### src/bsfp_pkg.sv
`timescale 1ns / 1ps
// ----------------------------------------------------------------------------
// bsfp_pkg
// Shared types, constants and helpers for the bit-shifted frame packer.
// ----------------------------------------------------------------------------
package bsfp_pkg;

  // item kind carried on the input channel
  typedef enum logic {
    ACT_HEADER = 1'b0,
    ACT_DATA   = 1'b1
  } action_e;

  localparam int unsigned CmdW     = 3;
  localparam int unsigned TtlW     = 4;
  localparam int unsigned LenW     = 7;
  localparam int unsigned ByteW    = 8;
  localparam int unsigned PendW    = 6;
  localparam int unsigned SumW     = 11;
  localparam int unsigned PopW     = 4;

  // output queue geometry: room for the three words one item can produce
  localparam int unsigned QDepth   = 4;
  localparam int unsigned QPtrW    = 2;
  localparam int unsigned QCntW    = 3;
  localparam int unsigned MaxPush  = 3;

  typedef logic [CmdW-1:0]  cmd_t;
  typedef logic [TtlW-1:0]  ttl_t;
  typedef logic [LenW-1:0]  len_t;
  typedef logic [ByteW-1:0] byte_t;
  typedef logic [PendW-1:0] pend_t;
  typedef logic [SumW-1:0]  sum_t;

  // one queued output word
  typedef struct packed {
    byte_t frame_byte;
    logic  frame_end;
  } out_word_t;

  // population count of one byte
  function automatic logic [PopW-1:0] pop8(input byte_t v);
    logic [PopW-1:0] c;
    c = '0;
    for (int i = 0; i < ByteW; i++) begin
      c = c + PopW'(v[i]);
    end
    return c;
  endfunction

endpackage

### src/bsfp_if.sv
`timescale 1ns / 1ps
// ----------------------------------------------------------------------------
// bsfp_in_if / bsfp_out_if
// Valid/ready channels carrying packer input items and packed frame words.
// ----------------------------------------------------------------------------
interface bsfp_in_if;
  import bsfp_pkg::*;

  logic    valid;
  logic    ready;
  action_e action;
  cmd_t    cmd;
  ttl_t    ttl;
  len_t    frame_length;
  byte_t   data_byte;

  modport source (output valid, action, cmd, ttl, frame_length, data_byte, input ready);
  modport sink   (input valid, action, cmd, ttl, frame_length, data_byte, output ready);
endinterface

interface bsfp_out_if;
  import bsfp_pkg::*;

  logic  valid;
  logic  ready;
  byte_t frame_byte;
  logic  frame_end;

  modport source (output valid, frame_byte, frame_end, input ready);
  modport sink   (input valid, frame_byte, frame_end, output ready);
endinterface

### src/bit_shifted_frame_packer_unit.sv
`timescale 1ns / 1ps
// ----------------------------------------------------------------------------
// bit_shifted_frame_packer_unit
// Packs header and data items into a bit-shifted byte frame with a
// popcount checksum tail, through a four-word output queue.
// ----------------------------------------------------------------------------
// Each accepted item writes its frame words into the registered output queue.
// Throughput: one item per cycle while the output drains one word per cycle;
//   an item that closes a frame queues three words, so input ready drops behind
//   it until the queue holds at most one word again.
// Reset: asynchronous, clears the frame state and empties the output queue.
module bit_shifted_frame_packer_unit (
  input  logic       clk_i,
  input  logic       rst_ni,
  bsfp_in_if.sink    in_i,
  bsfp_out_if.source out_o
);
  import bsfp_pkg::*;

  // frame state
  pend_t pend_q, pend_d;
  sum_t  sum_q, sum_d;
  len_t  left_q, left_d;
  logic  in_frame_q, in_frame_d;

  // output queue
  out_word_t           q_mem_q [QDepth];
  logic [QPtrW-1:0]    wr_ptr_q, rd_ptr_q;
  logic [QCntW-1:0]    cnt_q, cnt_d;

  logic                in_acc, out_acc;
  logic [1:0]          n_push;
  out_word_t           push_w [MaxPush];
  byte_t               first_b;
  sum_t                sum1, sum2;
  pend_t               pend_new;
  len_t                left_new;
  logic                close_w;

  // handshake
  assign in_i.ready = (cnt_q <= QCntW'(QDepth - MaxPush));
  assign in_acc     = in_i.valid & in_i.ready;
  assign out_o.valid = (cnt_q != '0);
  assign out_acc    = out_o.valid & out_o.ready;
  assign out_o.frame_byte = q_mem_q[rd_ptr_q].frame_byte;
  assign out_o.frame_end  = q_mem_q[rd_ptr_q].frame_end;

  // item processing: first word, then optional checksum tail
  always_comb begin
    first_b  = '0;
    sum1     = sum_q;
    pend_new = pend_q;
    left_new = left_q;
    close_w  = 1'b0;
    n_push   = 2'd0;
    if (in_i.action == ACT_HEADER) begin
      first_b  = {in_i.frame_length[0], in_i.ttl, in_i.cmd};
      sum1     = SumW'(pop8(first_b));
      pend_new = in_i.frame_length[LenW-1:1];
      left_new = in_i.frame_length;
      close_w  = (in_i.frame_length == '0);
      n_push   = 2'd1;
    end else if (in_frame_q) begin
      first_b  = {in_i.data_byte[1:0], pend_q};
      sum1     = sum_q + SumW'(pop8(first_b));
      pend_new = in_i.data_byte[ByteW-1:2];
      left_new = left_q - LenW'(1);
      close_w  = (left_q == LenW'(1));
      n_push   = 2'd1;
    end
    sum2 = sum1 + SumW'(pop8({2'b00, pend_new}));

    push_w[0] = '{frame_byte: first_b, frame_end: 1'b0};
    push_w[1] = '{frame_byte: {sum2[1:0], pend_new}, frame_end: 1'b0};
    push_w[2] = '{frame_byte: sum2[9:2], frame_end: 1'b1};
    if (close_w) begin
      n_push = 2'd3;
    end

    // next state
    pend_d     = pend_q;
    sum_d      = sum_q;
    left_d     = left_q;
    in_frame_d = in_frame_q;
    if (in_acc && n_push != 2'd0) begin
      if (close_w) begin
        pend_d     = '0;
        sum_d      = sum2;
        left_d     = '0;
        in_frame_d = 1'b0;
      end else begin
        pend_d     = pend_new;
        sum_d      = sum1;
        left_d     = left_new;
        in_frame_d = 1'b1;
      end
    end

    cnt_d = cnt_q + (in_acc ? QCntW'(n_push) : '0) - QCntW'(out_acc);
  end

  // control registers
  always_ff @(posedge clk_i or negedge rst_ni) begin
    if (!rst_ni) begin
      pend_q     <= '0;
      sum_q      <= '0;
      left_q     <= '0;
      in_frame_q <= 1'b0;
      wr_ptr_q   <= '0;
      rd_ptr_q   <= '0;
      cnt_q      <= '0;
    end else begin
      pend_q     <= pend_d;
      sum_q      <= sum_d;
      left_q     <= left_d;
      in_frame_q <= in_frame_d;
      cnt_q      <= cnt_d;
      if (in_acc) begin
        wr_ptr_q <= wr_ptr_q + QPtrW'(n_push);
      end
      if (out_acc) begin
        rd_ptr_q <= rd_ptr_q + QPtrW'(1);
      end
    end
  end

  // queue storage
  always_ff @(posedge clk_i) begin
    for (int i = 0; i < MaxPush; i++) begin
      if (in_acc && (2'(i) < n_push)) begin
        q_mem_q[wr_ptr_q + QPtrW'(i)] <= push_w[i];
      end
    end
  end

  // checks
  a_cnt_bound : assert property (@(posedge clk_i) disable iff (!rst_ni)
    cnt_q <= QCntW'(QDepth))
    else $error("output queue count out of range");

  a_closed_empty : assert property (@(posedge clk_i) disable iff (!rst_ni)
    !in_frame_q |-> (left_q == '0 && pend_q == '0))
    else $error("closed frame holds leftover state");

  a_hdr_open : assert property (@(posedge clk_i) disable iff (!rst_ni)
    (in_acc && in_i.action == ACT_HEADER) |=>
      (in_frame_q == ($past(in_i.frame_length) != '0)))
    else $error("header did not set frame state");

  a_last_close : assert property (@(posedge clk_i) disable iff (!rst_ni)
    (in_acc && in_i.action == ACT_DATA && in_frame_q && left_q == LenW'(1)) |=>
      (!in_frame_q && cnt_q >= QCntW'(MaxPush)))
    else $error("last data word did not close the frame");

endmodule

### src/flat_wrapper.sv
// flat-port wrapper written by rule: the top's interface ports become plain ports
module bit_shifted_frame_packer_unit_flat import bsfp_pkg::*;
  (clk_i, rst_ni, in_i_valid, in_i_action, in_i_cmd, in_i_ttl, in_i_frame_length, in_i_data_byte, in_i_ready, out_o_valid, out_o_frame_byte, out_o_frame_end, out_o_ready);
  bsfp_in_if in_i_i ();
  bsfp_out_if out_o_i ();
  input  logic clk_i;
  input  logic rst_ni;
  input wire logic [$bits(in_i_i.valid)-1:0] in_i_valid;
  input wire logic [$bits(in_i_i.action)-1:0] in_i_action;
  input wire logic [$bits(in_i_i.cmd)-1:0] in_i_cmd;
  input wire logic [$bits(in_i_i.ttl)-1:0] in_i_ttl;
  input wire logic [$bits(in_i_i.frame_length)-1:0] in_i_frame_length;
  input wire logic [$bits(in_i_i.data_byte)-1:0] in_i_data_byte;
  output wire logic [$bits(in_i_i.ready)-1:0] in_i_ready;
  output wire logic [$bits(out_o_i.valid)-1:0] out_o_valid;
  output wire logic [$bits(out_o_i.frame_byte)-1:0] out_o_frame_byte;
  output wire logic [$bits(out_o_i.frame_end)-1:0] out_o_frame_end;
  input wire logic [$bits(out_o_i.ready)-1:0] out_o_ready;
  assign in_i_i.valid = in_i_valid;
  assign in_i_i.action = in_i_action;
  assign in_i_i.cmd = in_i_cmd;
  assign in_i_i.ttl = in_i_ttl;
  assign in_i_i.frame_length = in_i_frame_length;
  assign in_i_i.data_byte = in_i_data_byte;
  assign in_i_ready = in_i_i.ready;
  assign out_o_valid = out_o_i.valid;
  assign out_o_frame_byte = out_o_i.frame_byte;
  assign out_o_frame_end = out_o_i.frame_end;
  assign out_o_i.ready = out_o_ready;
  bit_shifted_frame_packer_unit u_core (.clk_i(clk_i), .rst_ni(rst_ni), .in_i(in_i_i), .out_o(out_o_i));
endmodule
### config.mk
export PLATFORM = sky130hd
export DESIGN_NAME = bit_shifted_frame_packer_unit_flat
export DESIGN_NICKNAME = d
export VERILOG_FILES = /design/src/bsfp_pkg.sv /design/src/bsfp_if.sv /design/src/bit_shifted_frame_packer_unit.sv /design/src/flat_wrapper.sv
export SDC_FILE = /design/constraint.sdc
export NUM_CORES = 1
export LEC_CHECK = 0
export ABC_CLOCK_PERIOD_IN_PS = 5400
export BUFFER_PORTS_ARGS = -buffer_cell sky130_fd_sc_hd__clkbuf_2
export CORE_MARGIN = 2
export CORE_UTILIZATION = 60
export DETAILED_ROUTE_END_ITERATION = 6
export PLACE_DENSITY = 0.91
export SYNTH_ARGS = -nofsm -noshare
export SYNTH_HDL_FRONTEND = slang
export SYNTH_SLANG_ARGS = --single-unit
### constraint.sdc
create_clock -name clk_i -period 5.4 [get_ports clk_i]
set_input_delay 0.27 -clock clk_i [delete_from_list [all_inputs] [get_ports clk_i]]
set_output_delay 0.27 -clock clk_i [all_outputs]
set_load 0.1 [all_outputs]
==> results of run 1 <==
## through the flow
step	util	instance area, um^2	hold WS, ns
floorplan	-	5090	-0.0256
global placement	0.657	5400	0.402
detailed placement	0.657	5400	0.409
CTS	0.683	5620	0.0208
global route	0.694	5700	0.0701
finish	0.694	5700	-0.00111
## placed cells by master (no fill, tap or decap), drive strengths merged, types with 4 or more instances in the layout
| cell | count |
|---|---|
| dfrtp | 31 |
| nor2b | 5 |
| nor2 | 52 |
| nor4 | 6 |
| nor3 | 9 |
| fa | 14 |
| nand2 | 63 |
| mux4 | 9 |
| dfxtp | 4 |
| clkbuf | 47 |
| o31ai | 7 |
| edfxtp | 32 |
| a21o | 7 |
| o211ai | 6 |
| nand3 | 10 |
| a211oi | 7 |
| o21a | 4 |
| mux2i | 10 |
| clkinv | 4 |
| inv | 51 |
| xor2 | 7 |
| o21ai | 52 |
| or3 | 10 |
| a32oi | 4 |
| a21oi | 44 |
| o21bai | 4 |
| buf | 20 |
| ha | 20 |
| a22oi | 8 |
| xnor2 | 11 |
| o22ai | 8 |
| and2 | 5 |
## synthesized netlist by cell type, drive strengths merged (8+ instances only)
cell / count / area share
clkbuf: 22 / 0.016
a21oi: 44 / 0.044
nand2: 63 / 0.047
nand3: 10 / 0.0098
or3: 10 / 0.013
dfrtp: 31 / 0.15
fa: 14 / 0.055
mux2i: 10 / 0.020
nor3: 9 / 0.0088
mux4: 9 / 0.040
nor2: 52 / 0.040
o22ai: 8 / 0.0098
inv: 50 / 0.037
o21ai: 52 / 0.052
ha: 20 / 0.049
buf: 12 / 0.013
a22oi: 8 / 0.012
edfxtp: 32 / 0.19
xnor2: 11 / 0.019
## cells by family after synthesis
family	Yosys count	share of synthesized area
flops	67	0.357
compound gates	177	0.225
simple gates	169	0.154
fa+ha+maj	34	0.104
mux	19	0.0594
xor+xnor	18	0.0346
buf+inv	84	0.0661
## routing by layer
metal  routed length (um)  global-route usage
met2                 6630               0.528
met4                  787               0.186
met5                    0                   0
met1                 5400               0.418
met3                 1550              0.0728
## worst register-to-register path, delay by kind of cell, from the launching register on
family | cells | cell delay, ns
AO/OA/AOI/OAI | 4 | 1.06
XOR/XNOR | 1 | 0.23
AND/OR/NAND/NOR | 1 | 0.43
buffers and inverters | 2 | 0.11
flip-flops | 1 | 0.40
adder cells (fa/ha/maj) | 6 | 2.37
multiplexers | 1 | 0.32
## worst max path at each step
stage,from,to,slack (ns)
finish,u_core.pend_q[1],u_core.q_mem_q[1][8],0.18
global route,u_core.pend_q[1],u_core.q_mem_q[1][8],-0.02
CTS,u_core.pend_q[1],u_core.q_mem_q[0][7],0.05
detailed placement,u_core.pend_q[1],u_core.q_mem_q[0][7],0.08
global placement,u_core.pend_q[1],u_core.q_mem_q[2][4],0.24
floorplan,u_core.pend_q[0],u_core.q_mem_q[3][8],0.43
## area by class of cell
type / instances / area (um^2) / area share
Tap cell: 105 / 131 / 0.0230
Sequential cell: 67 / 1820 / 0.319
Inverter: 50 / 188 / 0.0329
Clock inverter: 6 / 70.1 / 0.0123
Multi-Input combinational cell: 417 / 3010 / 0.528
Timing Repair Buffer: 57 / 335 / 0.0588
Clock buffer: 10 / 149 / 0.0261
## power by group through the flow
stage / Sequential [mW] / Combinational [mW] / Clock, mW
6_report: 0.820 / 2.67 / 0.472
5_1_grt: 0.840 / 2.89 / 0.490
4_1_cts: 0.819 / 2.50 / 0.465
3_5_place_dp: 0.828 / 2.49 / 0
3_3_place_gp: 0.816 / 2.36 / 0
2_1_floorplan: 0.754 / 1.98 / 0
## what timing repair did
action / in CTS / in global routing
endpoints found under the hold margin: 0 / 0
hold buffers: 0 / 0
setup endpoints to repair: 0 / 25
resized for setup: 0 / 13
buffers inserted: 0 / 2
## sequential cells by signal (all words and copies together) (netlist names)
name / cells
u_core.q_mem_q: 36
u_core.sum_q: 10
u_core.left_q: 7
u_core.pend_q: 6
u_core.cnt_q: 3
u_core.rd_ptr_q: 2
u_core.wr_ptr_q: 2
u_core.in_frame_q: 1
==> run_results.csv, run 1 <==
group,metric,value,unit
outcome,run_status,"complete, but fails checks",
floorplanning,row_count,33,
place,detailed_place_hpwl,10400,um
clock_network,clockBufferDepth,2,
yosys,synth.avg_cell_area,8.97,um^2
power_and_ir_drop,power_frac_comb,0.674,
global_routing,grt_antenna_before_repair,0,
critical_path,critical_path.most_common_cell,"fa_1",
yosys,syn-num-nets,629,
floorplanning,core_area,8220,um^2
timing,final-hold-violation-count,3,
timing,timing_max_transition_violations_final,0,
yosys,synth_cell_type_count,66,
finish,area_delta_synth_final,12.0,%
critical_path,crit-reg2reg-capture,"u_core.q_mem_q[1][8]",
route,final_antenna_net_count,0,
clock_network,cts_tree,"yes",
critical_path,ff2ff_path_depth,15,
power_and_ir_drop,switching_share,0.527,
floorplanning,floorplan.die_area,9240,um^2
global_routing,overflow,0,
route,detail_route.wirelength,14400,um
power_and_ir_drop,internal_power,1.88,mW
critical_path,ff2ff_setup_slack,0.18,ns
critical_path,crit_required,5.47,ns
critical_path,cell_by_cell_trace_of_the_critical_path,"ha_1 -> inv_1 -> fa_1 -> fa_1 -> fa_2 -> fa_1 -> inv_1 -> ha_1 -> a21oi_1 -> o22a_1 -> mux2i_1 -> o2111ai_2 -> and4bb_4 -> xor2_4 -> a221oi_1",
yosys,ys_seq_elements,67,
critical_path,worst_setup_path_category,"reg2reg",
critical_path,worstReg2RegStart,"u_core.pend_q[1]",
clock_network,worstSkewPairLatency,0.36,ns
timing,rsz_0062_raised_after_global_routing,"yes",
power_and_ir_drop,leakagePower,2.43,nW
yosys,synth.cell_area,5090,um^2
timing,max_freq,192,MHz
yosys,dominant_register_cell_in_the_synthesized_netlist,"edfxtp_1",
route,drt_iter0_markers,538,
outcome,violations,"negative hold slack",
yosys,post_synth_inst_count,568,
power_and_ir_drop,seq_power_share,0.207,
clock_network,numCtsBuffers,9,
power_and_ir_drop,power-per-cell-area,696,nW/um^2
clock_network,cts.clk_slew.worst_paths,0.09,ns
route,first_pass_iters,6,
critical_path,critical_path_buf_inv_count,2,
timing,post-route-worst-setup-slack,0.185,ns
floorplanning,initial_utilization,0.620,
critical_path,cp_max_fo,5,
clock_network,htree_num_levels,3,
timing,min_period_over_period,0.966,
global_routing,grt_max_degree,37,
timing,max_slew_margin,0.354,
global_routing,globalRouteTotalUtil,0.332,
floorplanning,io_pins,38,
critical_path,critPathMaxStageDelay,0.50,ns
power_and_ir_drop,switchingPower,2.09,mW
flow_run,number_of_maximum_capacitance_constraint_violations,0,
route,route.vias.total,4738,
place,detailedPlace.worstSlack,0.0770,ns
finish,antenna_cells,0,
clock_network,numClockSinks,67,
place,io_buffers,37,
global_routing,vias_in_the_first_global_route,4466,
global_routing,grt_first_pass_wirelength,22700,um
floorplanning,die_height,96.1,um
finish,final.fill_count,617,
place,gpl.final_weighted_congestion,0.972,
critical_path,timing.critical_path.max_delay_family,"adder cells",
critical_path,critical_path.slowest_cell,"fa_1",
timing,post-route-min-period,5.22,ns
yosys,synth-seq-area-share,0.357,
route,remaining_drc_errors,0,
min_path,hold_crit_class,"in2async",
timing,hold_ws,-0.00111,ns
critical_path,cp-start-kind,"flip-flop",
power_and_ir_drop,worst_ir_drop_vdd,0.000547,V
floorplanning,fp.dieW,96.1,um
timing,worst_slew_pin_slew,0.968,ns
yosys,synthArstFlopShare,0.463,
critical_path,number_of_stages_on_the_worst_setup_path,15,
route,viasPerCell,6.65,
timing,setup_tns,0,ns
power_and_ir_drop,p_clk_frac,0.119,
yosys,synth_edf_count,32,
timing,clock-skew-final,0.0161,ns
timing,setup_viol,0,
route,wire_per_inst,20.2,um
critical_path,arrival,5.29,ns
power_and_ir_drop,p_total,3.97,mW
critical_path,cp_capture_type,"flip-flop",
yosys,synth_warnings,0,
finish,fin_nets,663,
place,placedCellCount,694,
finish,drive_above_1_share,0.176,
clock_network,clock-root-buffer,"clkbuf_8",
finish,post_layout_nonfiller_instances,712,
(Power assumes the default switching activity.)
==> inputs of run 2 (changes only) <==
--- a/config.mk
+++ b/config.mk
@@ -10,7 +10,7 @@
 export CORE_MARGIN = 2
 export CORE_UTILIZATION = 60
 export DETAILED_ROUTE_END_ITERATION = 6
-export PLACE_DENSITY = 0.91
+export PLACE_DENSITY = 0.87
 export SYNTH_ARGS = -nofsm -noshare
 export SYNTH_HDL_FRONTEND = slang
 export SYNTH_SLANG_ARGS = --single-unit
==> run 2 against run 1 <==
  * The flow now finishes without violations
  * Register-to-register slack better by 0.02 ns
  * Sequential share of layout area up 0.25 points
  * Count of clock-buffer cells in the layout fell by 1
  * Worst setup slack better by 0.023 ns
  * Cell count is 0.56% lower
  * Wire length shrank 2.1%
  * Non-clock buffer count fell by 4
  * Clock power fell by 7.4%
  * Critical endpoint is now u_core.q_mem_q[2][4]
==> run_results.csv, run 2 (same netlist as run 1, synthesis figures left out) <==
group,metric,value,unit
timing,setup_viol,0,
finish,sequential_area,1820,um^2
finish,final.fill_count,649,
place,detailed_place_hpwl,10400,um
critical_path,worst_setup_path_category,"reg2reg",
place,gpl.final_weighted_congestion,0.974,
timing,post-route-min-period,5.19,ns
floorplanning,io_pins,38,
place,total_cell_area_at_the_placement_stage,5370,um^2
clock_network,cts.clk_slew.worst_paths,0.09,ns
timing,min_period_over_period,0.962,
global_routing,grt_antenna_before_repair,0,
clock_network,numClockSinks,67,
finish,reg_top3,"u_core.q_mem_q x36, u_core.sum_q x10, u_core.left_q x7",
floorplanning,die_height,96.1,um
finish,top_register,"u_core.q_mem_q",
outcome,run_status,"completed",
critical_path,arrival,5.35,ns
place,placedCellCount,690,
critical_path,critical_path.most_common_cell,"fa_1",
clock_network,cts_tree,"yes",
global_routing,grt_first_pass_wirelength,22000,um
critical_path,critPathMaxStageDelay,0.49,ns
floorplanning,core_area,8220,um^2
global_routing,vias_in_the_first_global_route,4456,
finish,area_delta_synth_final,11.1,%
route,remaining_drc_errors,0,
timing,clock-skew-final,0.0108,ns
route,first_pass_iters,5,
clock_network,worstSkewPairLatency,0.36,ns
critical_path,cp_capture_type,"flip-flop",
timing,final-hold-violation-count,0,
timing,worst_slew_pin_slew,0.950,ns
critical_path,cp_max_fo,5,
finish,most_common_library_cell_in_the_layout_ignoring_fill_and_taps,"nand2_1",
critical_path,cell_by_cell_trace_of_the_critical_path,"ha_1 -> inv_1 -> fa_1 -> fa_1 -> fa_2 -> fa_1 -> inv_1 -> fa_1 -> xnor2_1 -> nand2_1 -> o211ai_1 -> o21ai_1 -> ha_1 -> a21oi_2 -> a211oi_1 -> o2bb2ai_1 -> xnor2_2 -> o41ai_1",
power_and_ir_drop,p_total,3.92,mW
finish,layout.cells.most_common_list,"nand2_1, nor2_1, inv_1",
finish,drive_above_1_share,0.172,
finish,fin_nets,659,
flow_run,number_of_maximum_capacitance_constraint_violations,0,
clock_network,htree_num_levels,3,
finish,largest_reg_flops,36,
route,detail_route.wirelength,14100,um
timing,max_freq,193,MHz
clock_network,clock-root-buffer,"clkbuf_8",
global_routing,overflow,0,
critical_path,crit_required,5.55,ns
critical_path,cp-start-kind,"flip-flop",
critical_path,critical_path_buf_inv_count,2,
timing,max_slew_margin,0.366,
route,route.vias.total,4638,
route,viasPerCell,6.55,
finish,stdcell_area,5660,um^2
finish,layout.core_utilization,0.689,
route,wire_per_inst,19.9,um
timing,timing_max_transition_violations_final,0,
finish,post_layout_nonfiller_instances,708,
finish,antenna_cells,0,
clock_network,numCtsBuffers,9,
power_and_ir_drop,leakagePower,2.40,nW
power_and_ir_drop,worst_ir_drop_vdd,0.000441,V
floorplanning,floorplan.die_area,9240,um^2
finish,multi_input_gate_area,3020,um^2
floorplanning,initial_utilization,0.620,
route,final_antenna_net_count,0,
critical_path,critical_path.slowest_cell,"fa_1",
floorplanning,row_count,33,
timing,setup_tns,0,ns
power_and_ir_drop,power-per-cell-area,693,nW/um^2
critical_path,timing.critical_path.max_delay_family,"adder cells",
place,io_buffers,37,
min_path,hold_crit_class,"in2async",
floorplanning,fp.dieW,96.1,um
route,drt_iter0_markers,527,
global_routing,globalRouteTotalUtil,0.318,
global_routing,grt_max_degree,37,
clock_network,clockBufferDepth,2,
[run 2: what timing repair did]
action                                  CTS  global route
setup buffers                             0             2
resized for setup                         0            16
endpoints found under the hold margin     0             0
hold buffers                              0             0
endpoints found under the setup margin    0            30
[run 2: worst register-to-register path, stage by stage, from the launching register on]
cell	delay, ns
dfrtp_1	0.42
ha_1	0.29
inv_1	0.04
fa_1	0.49
fa_1	0.44
fa_2	0.38
fa_1	0.49
inv_1	0.07
fa_1	0.44
xnor2_1	0.16
nand2_1	0.07
o211ai_1	0.09
o21ai_1	0.12
ha_1	0.40
a21oi_2	0.24
a211oi_1	0.08
o2bb2ai_1	0.25
xnor2_2	0.15
o41ai_1	0.39
[run 2: final timing paths]
path,from,cells after the start,to,slack (ns)
worst max-delay path,u_core.pend_q[0],18,u_core.q_mem_q[2][4],0.21
worst min-delay path,rst_ni,1,u_core.rd_ptr_q[1],0.0008
worst max register to register,u_core.pend_q[0],18,u_core.q_mem_q[2][4],0.21
worst min register to register,u_core.q_mem_q[1][0],2,u_core.q_mem_q[1][0],0.48
max in group asynchronous,rst_ni,1,u_core.sum_q[2],4.86
min in group clk_i,in_i_frame_length[0],3,u_core.left_q[0],0.27
[run 2: routing by layer]
metal	routed length, um	part of all wire	GRT usage
met5	0	0	0
met1	5510	0.39	0.408
met4	641	0.046	0.179
met3	1360	0.097	0.0814
met2	6560	0.47	0.491
[run 2: area by class of cell]
class | instances | share of cell area
clock inverter | 7 | 0.0133
multi-input combinational | 417 | 0.533
timing repair buffer | 53 | 0.0539
clock buffer | 9 | 0.0219
inverter | 50 | 0.0332
tap | 105 | 0.0232
sequential | 67 | 0.321
[run 2: where the power goes]
| part | internal (mW) | total, mW | switching [mW] |
|---|---|---|---|
| Sequential | 0.678 | 0.814 | 0.136 |
| Clock | 0.216 | 0.437 | 0.221 |
| Combinational | 0.945 | 2.67 | 1.73 |
[run 2: metrics by stage]
stage / hold slack [ns] / setup WS, ns
after floorplan: -0.0256 / 0.433
after global placement: 0.404 / 0.272
after detailed placement: 0.412 / 0.0381
after CTS: 0.0325 / 0.0200
after global routing: 0.0714 / -0.0263
final: 0.000846 / 0.207
==> inputs of run 3 (changes only) <==
--- a/config.mk
+++ b/config.mk
@@ -8,9 +8,9 @@
 export ABC_CLOCK_PERIOD_IN_PS = 5400
 export BUFFER_PORTS_ARGS = -buffer_cell sky130_fd_sc_hd__clkbuf_2
 export CORE_MARGIN = 2
-export CORE_UTILIZATION = 60
+export CORE_UTILIZATION = 43
 export DETAILED_ROUTE_END_ITERATION = 6
-export PLACE_DENSITY = 0.87
+export PLACE_DENSITY = 0.56
 export SYNTH_ARGS = -nofsm -noshare
 export SYNTH_HDL_FRONTEND = slang
 export SYNTH_SLANG_ARGS = --single-unit
==> run 3 against run 2 <==
  * Final area rose by 3.4%
  * Die area rose by 38%
  * Non-clock buffer count rose by 6
  * First-iteration DRC count fell by 46%
  * Cell count rose by 6.2%
  * Core utilization fell by 18 points
  * Sequential share of layout area fell by 1.1 points
  * Worst setup slack improved by 0.015 ns
  * Wire length rose by 2.4%
  * Combinational power fell by 4%
  * Power rose by 3.6%
  * Worst hold slack improved by 0.039 ns
==> run_results.csv, run 3 (same netlist as run 1, synthesis figures left out) <==
group,metric,value,unit
outcome,run_status,"completed",
global_routing,grt_antenna_before_repair,0,
clock_network,htree_num_levels,3,
critical_path,worst_setup_path_category,"reg2reg",
finish,fin_nets,665,
floorplanning,core_area,11500,um^2
route,remaining_drc_errors,0,
place,gpl.final_weighted_congestion,0.898,
finish,antenna_cells,0,
route,detailroute.wirelength.met2,6770,um
flow_run,number_of_maximum_capacitance_constraint_violations,0,
finish,post_layout_nonfiller_instances,752,
floorplanning,die_height,113,um
timing,clock-skew-final,0.00606,ns
clock_network,numClockSinks,67,
global_routing,grt_first_pass_wirelength,22800,um
global_routing,grt_max_degree,37,
clock_network,ctsHoldBuffers,0,
finish,final.fill_count,1093,
clock_network,clockBufferDepth,2,
route,final_antenna_net_count,0,
finish,most_common_library_cell_in_the_layout_ignoring_fill_and_taps,"nand2_1",
timing,final-hold-violation-count,0,
power_and_ir_drop,power-per-cell-area,694,nW/um^2
place,detailed_place_hpwl,11000,um
timing,max_slew_margin,0.406,
critical_path,cp_capture_type,"flip-flop",
finish,drive_above_1_share,0.171,
critical_path,cp-start-kind,"flip-flop",
finish,reg_top3,"u_core.q_mem_q x36, u_core.sum_q x10, u_core.left_q x7",
clock_network,numCtsBuffers,9,
power_and_ir_drop,worst_ir_drop_vdd,0.000502,V
finish,top_register,"u_core.q_mem_q",
timing,setup_viol,0,
global_routing,vias_in_the_first_global_route,4048,
global_routing,overflow,0,
timing,setup_tns,0,ns
clock_network,worstSkewPairLatency,0.34,ns
critical_path,cp_max_fo,4,
clock_network,clock-root-buffer,"clkbuf_16",
floorplanning,fp.dieW,113,um
clock_network,cts_tree,"yes",
clock_network,cts.clk_slew.worst_paths,0.06,ns
route,route.vias.total,4369,
finish,area_delta_synth_final,14.9,%
route,drt_iter0_markers,284,
route,first_pass_iters,5,
power_and_ir_drop,leakagePower,2.49,nW
route,detail_route.wirelength,14400,um
route,viasPerCell,5.81,
floorplanning,io_pins,38,
min_path,hold_crit_class,"in2async",
floorplanning,row_count,39,
timing,max_freq,193,MHz
finish,layout.core_utilization,0.511,
finish,largest_reg_flops,36,
critical_path,arrival,5.24,ns
place,detailedPlace.worstSlack,0.0737,ns
floorplanning,initial_utilization,0.444,
critical_path,crit_required,5.46,ns
route,wire_per_inst,19.2,um
timing,min_period_over_period,0.959,
route,route.top_layer_used,"met4",
timing,post-route-worst-setup-slack,0.222,ns
timing,timing_max_transition_violations_final,0,
finish,layout.cells.most_common_list,"nand2_1, nor2_1, inv_1",
timing,post-route-min-period,5.18,ns
timing,worst_slew_pin_slew,0.890,ns
route,drt-met1-wl,6510,um
global_routing,globalRouteTotalUtil,0.234,
place,placedCellCount,734,
route,wl_met3,876,um
place,io_buffers,37,
floorplanning,floorplan.die_area,12700,um^2
-- run 3: where the power goes --
group / internal (mW) / total [mW] / switching (mW)
clock: 0.452 / 0.678 / 0.225
combinational: 0.926 / 2.57 / 1.65
sequential: 0.679 / 0.812 / 0.132
total: 2.06 / 4.06 / 2.01
-- run 3: area by class of cell --
class	instances	area, um^2	share of cell area
multi-input combinational	417	2980	0.509
sequential	67	1820	0.310
clock inverter	6	113	0.0192
tap	143	179	0.0306
timing repair buffer	59	350	0.0598
inverter	50	188	0.0321
clock buffer	10	229	0.0391
-- run 3: routing by layer --
layer | track usage | vias up
met2 | 0.362 | 164
met3 | 0.0530 | 14
met1 | 0.328 | 2069
met4 | 0.0715 | 0
li1 | - | 2122
met5 | 0 | -
-- run 3: worst paths after layout --
kind | start | endpoint | slack (ns) | depth (start not counted)
min reg2reg | u_core.q_mem_q[3][0] | u_core.q_mem_q[3][0] | 0.47 | 2
max | u_core.pend_q[0] | u_core.q_mem_q[3][5] | 0.22 | 20
min | rst_ni | u_core.left_q[4] | 0.04 | 1
max in group asynchronous | rst_ni | u_core.pend_q[4] | 4.81 | 1
min in group clk_i | out_o_ready | u_core.rd_ptr_q[0] | 0.31 | 3
max reg2reg | u_core.pend_q[0] | u_core.q_mem_q[3][5] | 0.22 | 20
-- run 3: what timing repair did --
action,in CTS,in global routing
setup buffers,0,2
setup endpoints to repair,0,15
gates resized for setup,0,9
-- run 3: worst max-delay path, stage by stage, from the launching register on --
cell      delay, ns
dfrtp_1        0.38
ha_1           0.28
inv_1          0.04
fa_1           0.49
fa_1           0.43
fa_2           0.37
fa_1           0.48
inv_1          0.06
fa_1           0.50
a211oi_1       0.08
a21oi_2        0.17
inv_1          0.08
fa_1           0.43
inv_1          0.09
a21oi_2        0.08
nor2_1         0.10
o211ai_1       0.15
xor2_1         0.19
buf_4          0.16
a22oi_1        0.18
o21ai_0        0.14
-- run 3: metrics by stage --
step	power [mW]	instance area (um^2)	hold WS, ns
after floorplan	2.73	5090	-0.0256
after global placement	3.27	5460	0.427
after detailed placement	3.33	5460	0.424
after CTS	4.01	5800	0.0607
after global routing	4.40	5850	0.0905
final	4.06	5850	0.0393
